`src/sv/gpd_pkg.sv`:
```
// Shared types, constants and helpers for the gamepad response frame decoder.
// No dependencies; used by gpd_core and the top level.
package gpd_pkg;

  // Response ID bytes
  localparam logic [7:0] IdDigital = 8'h41;
  localparam logic [7:0] IdAnalog  = 8'h73;

  // Stick sum reported for a digital frame (both axes centered)
  localparam logic [7:0] CenterSum = 8'd100;

  // Stick scale factor: x * 101 >> 8 maps 0..255 to 0..100
  localparam logic [6:0] ScaleMul = 7'd101;

  // Byte position codes
  localparam int unsigned PosW = 4;
  localparam logic [PosW-1:0] PosId     = 4'd1;
  localparam logic [PosW-1:0] PosBtn0   = 4'd3;
  localparam logic [PosW-1:0] PosBtn1   = 4'd4;
  localparam logic [PosW-1:0] PosRh     = 4'd5;
  localparam logic [PosW-1:0] PosRv     = 4'd6;
  localparam logic [PosW-1:0] PosLh     = 4'd7;
  localparam logic [PosW-1:0] PosLast   = 4'd8;
  localparam logic [PosW-1:0] PosWait   = 4'd9;

  // Status codes
  localparam logic [1:0] StatAnalog  = 2'd0;
  localparam logic [1:0] StatDigital = 2'd1;
  localparam logic [1:0] StatInvalid = 2'd2;

  // One decoded frame, status kept apart from the data fields
  typedef struct packed {
    logic [1:0] status;
    logic [7:0] buttons_first;
    logic [7:0] buttons_second;
    logic [7:0] vertical_sum;
    logic [7:0] horizontal_sum;
    logic [6:0] right_vertical;
    logic [6:0] right_horizontal;
  } result_t;

  // Scale one stick byte to 0..100
  function automatic logic [6:0] scale_axis(input logic [7:0] x);
    logic [14:0] prod;
    prod = 15'(x) * 15'(ScaleMul);
    return prod[14:8];
  endfunction

endpackage

```
`src/sv/gpd_core.sv`:
```
// Frame tracking, byte capture and frame decision of the gamepad response decoder.
// Depends on gpd_pkg; the caller supplies the registered input byte and a step strobe.
module gpd_core (
  input  logic             clk_i,
  input  logic             rst_ni,
  input  logic             step_i,
  input  logic [7:0]       rx_byte_i,
  input  logic             frame_start_i,
  output logic             res_vld_o,
  output gpd_pkg::result_t res_o
);

  logic [gpd_pkg::PosW-1:0] pos_q, pos_d, pos_eff;
  logic [7:0] id_q, id_d;
  logic [7:0] btn0_raw_q, btn0_raw_d, btn1_raw_q, btn1_raw_d;
  logic [6:0] rh_q, rh_d, rv_q, rv_d, lh_q, lh_d;
  logic [7:0] held_btn0_q, held_btn0_d, held_btn1_q, held_btn1_d;
  logic [7:0] held_vsum_q, held_vsum_d, held_hsum_q, held_hsum_d;
  logic [6:0] held_rv_q, held_rv_d, held_rh_q, held_rh_d;
  logic [6:0] scaled;
  logic [1:0] status;
  logic       last_beat;

  // Scale each stick byte as it arrives; one multiplier serves all four
  assign scaled  = gpd_pkg::scale_axis(rx_byte_i);
  assign pos_eff = frame_start_i ? '0 : pos_q;
  assign last_beat = step_i && (pos_eff == gpd_pkg::PosLast);

  // Capture bytes and decide the frame at the last byte
  always_comb begin
    pos_d       = pos_q;
    id_d        = id_q;
    btn0_raw_d  = btn0_raw_q;
    btn1_raw_d  = btn1_raw_q;
    rh_d        = rh_q;
    rv_d        = rv_q;
    lh_d        = lh_q;
    held_btn0_d = held_btn0_q;
    held_btn1_d = held_btn1_q;
    held_vsum_d = held_vsum_q;
    held_hsum_d = held_hsum_q;
    held_rv_d   = held_rv_q;
    held_rh_d   = held_rh_q;
    status      = gpd_pkg::StatInvalid;
    if (step_i && (pos_eff < gpd_pkg::PosWait)) begin
      pos_d = pos_eff + 1'b1;
      case (pos_eff)
        gpd_pkg::PosId:   id_d       = rx_byte_i;
        gpd_pkg::PosBtn0: btn0_raw_d = rx_byte_i;
        gpd_pkg::PosBtn1: btn1_raw_d = rx_byte_i;
        gpd_pkg::PosRh:   rh_d       = scaled;
        gpd_pkg::PosRv:   rv_d       = scaled;
        gpd_pkg::PosLh:   lh_d       = scaled;
        gpd_pkg::PosLast: begin
          pos_d = gpd_pkg::PosWait;
          if (id_q == gpd_pkg::IdAnalog) begin
            held_btn0_d = ~btn0_raw_q;
            held_btn1_d = ~btn1_raw_q;
            held_vsum_d = {1'b0, scaled} + {1'b0, rv_q};
            held_hsum_d = {1'b0, lh_q} + {1'b0, rh_q};
            held_rv_d   = rv_q;
            held_rh_d   = rh_q;
            status      = gpd_pkg::StatAnalog;
          end else if (id_q == gpd_pkg::IdDigital) begin
            held_btn0_d = ~btn0_raw_q;
            held_btn1_d = ~btn1_raw_q;
            held_vsum_d = gpd_pkg::CenterSum;
            held_hsum_d = gpd_pkg::CenterSum;
            status      = gpd_pkg::StatDigital;
          end
        end
        default: ;
      endcase
    end
  end

  // Hold frame state
  always_ff @(posedge clk_i or negedge rst_ni) begin
    if (!rst_ni) begin
      pos_q       <= gpd_pkg::PosWait;
      id_q        <= '0;
      btn0_raw_q  <= '0;
      btn1_raw_q  <= '0;
      rh_q        <= '0;
      rv_q        <= '0;
      lh_q        <= '0;
      held_btn0_q <= '0;
      held_btn1_q <= '0;
      held_vsum_q <= '0;
      held_hsum_q <= '0;
      held_rv_q   <= '0;
      held_rh_q   <= '0;
    end else begin
      pos_q       <= pos_d;
      id_q        <= id_d;
      btn0_raw_q  <= btn0_raw_d;
      btn1_raw_q  <= btn1_raw_d;
      rh_q        <= rh_d;
      rv_q        <= rv_d;
      lh_q        <= lh_d;
      held_btn0_q <= held_btn0_d;
      held_btn1_q <= held_btn1_d;
      held_vsum_q <= held_vsum_d;
      held_hsum_q <= held_hsum_d;
      held_rv_q   <= held_rv_d;
      held_rh_q   <= held_rh_d;
    end
  end

  // Report the updated held values with the frame status
  assign res_vld_o               = last_beat;
  assign res_o.status            = status;
  assign res_o.buttons_first     = held_btn0_d;
  assign res_o.buttons_second    = held_btn1_d;
  assign res_o.vertical_sum      = held_vsum_d;
  assign res_o.horizontal_sum    = held_hsum_d;
  assign res_o.right_vertical    = held_rv_d;
  assign res_o.right_horizontal  = held_rh_d;

endmodule

```
`src/sv/gamepad_response_frame_decoder_top.sv`:
```
// Gamepad poll response frame decoder, top level with stream handshakes.
// Depends on gpd_pkg and gpd_core.
//
// Usage:
//   The slave channel takes one response byte per beat: s_axis_tdata carries
//   the byte, s_axis_tuser[0] marks byte 0 of a new nine-byte response.
//   Bytes before any start or after byte 8 are dropped. A start in the middle
//   of a response restarts it. At byte 8 the master channel delivers one beat
//   with the decoded frame: m_axis_tuser holds the status (analog, digital or
//   invalid ID) and m_axis_tdata the held buttons, stick sums and right stick.
//   An invalid ID leaves the held values as they were.
//   Byte 8 is held in the input register, then the core decides it into the
//   result register, which drives the result beat. Throughput is one byte per
//   cycle while the result register is free or being emptied.
//   When the receiver stalls with a result pending, no byte advances through
//   the core: the block still takes one more byte if its input register is
//   empty, then holds s_axis_tready low until the result is taken.
//   Reset clears all held values to zero and waits for a start flag.
module gamepad_response_frame_decoder_top (
  input  logic        clk_i,
  input  logic        rst_ni,
  input  logic        s_axis_tvalid,
  output logic        s_axis_tready,
  input  logic [7:0]  s_axis_tdata,   // [7:0] rx_byte
  input  logic [0:0]  s_axis_tuser,   // [0] frame_start
  output logic        m_axis_tvalid,
  input  logic        m_axis_tready,
  // [7:0] buttons_first, [15:8] buttons_second, [23:16] vertical_sum,
  // [31:24] horizontal_sum, [38:32] right_vertical, [45:39] right_horizontal,
  // [47:46] zero
  output logic [47:0] m_axis_tdata,
  output logic [1:0]  m_axis_tuser    // [1:0] status
);

  logic             in_vld_q, in_vld_d;
  logic [7:0]       in_byte_q;
  logic             in_start_q;
  logic             out_vld_q, out_vld_d;
  gpd_pkg::result_t out_res_q;
  logic             adv;
  logic             res_vld;
  gpd_pkg::result_t res;

  // Advance when the result register is free or being emptied
  assign adv           = !out_vld_q || m_axis_tready;
  assign s_axis_tready = !in_vld_q || adv;
  assign in_vld_d      = s_axis_tready ? s_axis_tvalid : in_vld_q;
  assign out_vld_d     = adv ? res_vld : out_vld_q;

  // Input register
  always_ff @(posedge clk_i or negedge rst_ni) begin
    if (!rst_ni) begin
      in_vld_q <= 1'b0;
    end else begin
      in_vld_q <= in_vld_d;
    end
  end

  always_ff @(posedge clk_i) begin
    if (s_axis_tvalid && s_axis_tready) begin
      in_byte_q  <= s_axis_tdata;
      in_start_q <= s_axis_tuser[0];
    end
  end

  gpd_core u_core (
    .clk_i         (clk_i),
    .rst_ni        (rst_ni),
    .step_i        (in_vld_q && adv),
    .rx_byte_i     (in_byte_q),
    .frame_start_i (in_start_q),
    .res_vld_o     (res_vld),
    .res_o         (res)
  );

  // Result register
  always_ff @(posedge clk_i or negedge rst_ni) begin
    if (!rst_ni) begin
      out_vld_q <= 1'b0;
    end else begin
      out_vld_q <= out_vld_d;
    end
  end

  always_ff @(posedge clk_i) begin
    if (adv && res_vld) begin
      out_res_q <= res;
    end
  end

  assign m_axis_tvalid = out_vld_q;
  assign m_axis_tuser  = out_res_q.status;
  assign m_axis_tdata  = {2'b00,
                          out_res_q.right_horizontal,
                          out_res_q.right_vertical,
                          out_res_q.horizontal_sum,
                          out_res_q.vertical_sum,
                          out_res_q.buttons_second,
                          out_res_q.buttons_first};

endmodule

```
`config.mk`:
```
export PLATFORM = sky130hd
export DESIGN_NAME = gamepad_response_frame_decoder_top
export DESIGN_NICKNAME = d
export VERILOG_FILES = /design/src/sv/gpd_pkg.sv /design/src/sv/gpd_core.sv /design/src/sv/gamepad_response_frame_decoder_top.sv
export SDC_FILE = /design/constraint.sdc
export NUM_CORES = 1
export LEC_CHECK = 0
export BUFFER_PORTS_ARGS = -buffer_cell sky130_fd_sc_hd__buf_4
export CORE_MARGIN = 2
export CORE_UTILIZATION = 64
export CTS_CLUSTER_SIZE = 14
export DETAILED_ROUTE_END_ITERATION = 8
export GPL_TIMING_DRIVEN = 0
export PLACE_DENSITY = 0.93
export REMOVE_ABC_BUFFERS = 1
export SYNTH_ARGS = -nofsm -noshare
export SYNTH_HDL_FRONTEND = slang
export SYNTH_SLANG_ARGS = --single-unit
```
`constraint.sdc`:
```
create_clock -name clk_i -period 10.18 [get_ports clk_i]
set_input_delay 1.018 -clock clk_i [delete_from_list [all_inputs] [get_ports clk_i]]
set_output_delay 1.018 -clock clk_i [all_outputs]
set_load 0.01 [all_outputs]
```
==> metrics.md <==
| Metric | Value |
|---|---|
| Status | `completed` |
| Largest net degree at the start of global routing | `98` |
| Top_reg_cell synth | `dfrtp_1` |
| Synth async-reset ratio | `63.0%` |
| Sequential element share of the synthesized area | `roughly three fifths` |
| CTS tree | `built` |
| GRT Util Overall | `between 20% and 30%` |
| RSZ-0062 raised after global routing | `false` |
| H-tree depth | `4` |
| Finish-stage setup viols | `0` |
| Most frequent cells in the layout | `95 x dfrtp_1, 62 x buf_4, 60 x ha_1, 57 x edfxtp_1, 41 x mux2_2` |
| Final Hold Viols | `0` |
| Final core utilization | `between 70 and 80%` |
| Vias/cell | `5.83` |
| Number of global-route vias before repair | `around 4,400` |
| Setup TNS | `0 ns` |
| Tot Pwr | `around 0.0019 W` |
| 1st-iter DRT viols | `~260` |
| EDFF count, synth | `between 50 and 60` |
| Post-CTS setup buffer count | `0` |
| Switching Fraction | `28.4%` |
| I/O pin total | `65` |
| Routed met2 length | `between 7000 and 8000 um` |
| Drt wl/cell | `roughly 19 um` |
| Crit path kind | `reg2reg` |
| Synth Instances | `482` |
| Final min period | `between 5 and 6 ns` |
| Hold Path Class | `reg2reg` |
| CTS resizes | `0` |
| Switching power | `about 0.00055 W` |
| Seq pwr share | `39.8%` |
| Dominant cell type by area after synthesis | `dfrtp_1` |
| Avg Cell Area, Syn | `between 10 and 15 um2` |
| Site row count | `38` |
| Cell mode on critical path | `ha_1` |
| Post-DP Area | `between 7000 and 8000 um2` |
| Top Layer Used | `met4` |
| Die Span X | `108 um` |
| Max-cap violations | `0` |
| Worst-Skew Late Latency | `between 0.5 and 0.6 ns` |
| Worst EP required | `10.46 ns` |
| Share of the synthesized area in the top cell type | `approximately a third` |
| CP cell instances | `ha_1 -> inv_1 -> fa_1 -> inv_1 -> ha_1 -> fa_1 -> ha_1 -> inv_1 -> o21bai_1 -> a21oi_1 -> xnor2_1 -> ha_1 -> a21o_1 -> a21o_1 -> a211oi_1 -> nor2_1 -> a211o_1 -> a32o_1` |
| Initial antenna violation count | `0` |
| DP Wirelength | `8390 um` |
| Share of layout cells above drive strength 1 | `25.7%` |
| Synthesis-to-finish area growth | `18.6%` |
| TritonCTS Sinks | `about 150` |
| Synthesized flop and latch total | `approximately 150` |
| Initial Util | `between 60% and 70%` |
| Clk root buf | `clkbuf_8` |
| Clock tree buffer depth | `2` |
| Final period utilization | `53.1%` |
| Clock transition at path regs | `roughly 0.06 ns` |
| Post-Synthesis Cell Area | `6950 um2` |
| Chip height | `108 um` |
| Fin. max-slew vios | `0` |
| Design Area, Final | `approximately 8200 um2` |
| Fill count | `574` |
| Synth unique cells | `50` |
| Die area | `approximately 12,000 um2` |
| Register area | `slightly above 4000 um2` |
| Synth top area cells | `dfrtp_1 34%, edfxtp_1 25%, ha_1 11%` |
| Slowest stage delay, CP | `about 0.53 ns` |
| Footprint of the multi-input gates | `about 2600 um2` |
| DRT antenna net count | `0` |
| Slew @ Worst Pin | `between 1 and 1.5 ns` |
| Max Freq | `between 150 and 200 MHz` |
| Via count | `roughly 4,100` |
| Clock power frac | `a little under two fifths` |
| Worst R2R Path Depth | `18` |
| Ant. Diodes | `0` |
| Final net count | `635` |
| Port bufs | `62` |
| Drc violations | `0` |
| CTS Hold Bufs | `0` |
| Total Wirelength | `around 14,000 um` |
| CP startpoint kind | `flop` |
| Met1 Wirelength | `about 5500 um` |
| First-pass GRT wire length | `~22,000 um` |
| Slew headroom | `between 20% and 30%` |
| Worst-path fanout max | `7` |
| Total CTS buffers | `17` |
| Post-Route Skew | `between 0.01 and 0.015 ns` |
| DR WL met3 | `between 600 and 700 um` |
| Yosys warns | `0` |
| GPL Wtd Cong | `just over 0.8` |
| 1st-pass router iterations | `4` |
| Hold Path Depth | `1` |
| VDD IR max | `around 0.00012 V` |
| Power per cell area | `234 nW/um2` |
| Crit. End Element | `flop` |
| Internal power | `0.00138 W` |
| Core area | `10,700 um2` |
| Comb pwr share | `between 20 and 25%` |
| Global route overflow | `0` |
| Crit path max-delay cell type | `edfxtp_1` |
| Most common cell after layout, fill and taps aside | `dfrtp_1` |
| Static Leak | `4.26 nW` |
| Critical Path AT | `between 5 and 6 ns` |
routing by layer:
metal	GRT usage, %	up-vias
li1	-	1887
met1	32.1	2093
met2	40.9	127
met3	6.39	30
met4	9.80	0
met5	0	-
Yosys cell counts, types with 3 or more instances:
master and n:
a211oi_1 3, a2bb2oi_1 6, fa_1 6, nor3_1 5
or2_2 3, edfxtp_1 57, a21oi_1 5, xnor2_1 9
mux2_2 41, o21ai_0 13, xor2_1 8, a21o_1 9
mux2i_1 17, nor2_1 9, buf_4 5, nand3_1 4
nor2b_1 4, dfrtp_1 95, nand2b_1 7, a22o_1 8
mux2_1 13, a211o_1 3, nand2_1 19, inv_1 37
ha_1 60, a31oi_1 3
cells by family after synthesis:
logic type,synth area share [%]
multiplexers,11.2
buffers and inverters,3.13
XOR/XNOR,2.14
AND/OR/NAND/NOR,4.54
other,0.0540
flip-flops,59.6
adder cells (fa/ha/maj),12.5
AO/OA/AOI/OAI,6.81
final cells by class:
type / count / share of cell area, %
Clock buffer: 22 / 5.75
Clock inverter: 10 / 2.55
Inverter: 38 / 1.76
Timing Repair Buffer: 64 / 6.07
Sequential cell: 154 / 50.2
Tap cell: 140 / 2.13
Multi-Input combinational cell: 281 / 31.5
final timing paths:
check / start / endpoint / slack, ns
max: in_byte_q[2] / m_axis_tdata[23] / 4.78
min: u_core.btn1_raw_q[2] / u_core.held_btn1_q[2] / 0.47
max reg2reg: in_byte_q[2] / m_axis_tdata[23] / 4.78
min reg2reg: u_core.btn1_raw_q[2] / u_core.held_btn1_q[2] / 0.47
max in group asynchronous: rst_ni / u_core.lh_q[6] / 8.69
min in group asynchronous: rst_ni / u_core.held_btn0_q[4] / 0.72
registers in the layout (all words and copies together), names as in the netlist, 2 cells and up:
register,flops
in_byte_q,8
m_axis_tdata,46
m_axis_tuser,2
u_core.btn0_raw_q,8
u_core.btn1_raw_q,8
u_core.held_btn0_q,8
u_core.held_btn1_q,8
u_core.held_hsum_q,8
u_core.held_rh_q,7
u_core.held_rv_q,7
u_core.held_vsum_q,8
u_core.id_q,8
u_core.lh_q,7
u_core.pos_q,4
u_core.rh_q,7
u_core.rv_q,7
per-stage QoR:
| stage | worst slack [ns] | hold WS, ns | std cells |
|---|---|---|---|
| after floorplan | 5.44 | 0.433 | 473 |
| after global placement | 5.08 | 0.447 | 675 |
| after detailed placement | 4.98 | 0.452 | 677 |
| after CTS | 4.83 | 0.472 | 709 |
| after global routing | 4.58 | 0.498 | 709 |
| final | 4.78 | 0.472 | 709 |
power groups by stage:
stage | sequential, W | combinational [W] | clock [W]
finish | 0.000766 | 0.000440 | 0.000722
global placement | 0.000767 | 0.000388 | 0
CTS | 0.000766 | 0.000436 | 0.000727
global route | 0.000775 | 0.000482 | 0.000752
floorplan | 0.000756 | 0.000324 | 0
detailed placement | 0.000774 | 0.000416 | 0
critical path, delay by kind of cell, from the launching register on:
kind,cells,cell delay [ns]
buffers and inverters,3,0.20
AO/OA/AOI/OAI,7,1.52
adder cells (fa/ha/maj),6,2.31
XOR/XNOR,1,0.45
flip-flops,1,0.53
AND/OR/NAND/NOR,1,0.13
Note: power is estimated with default switching activity, not from simulation.
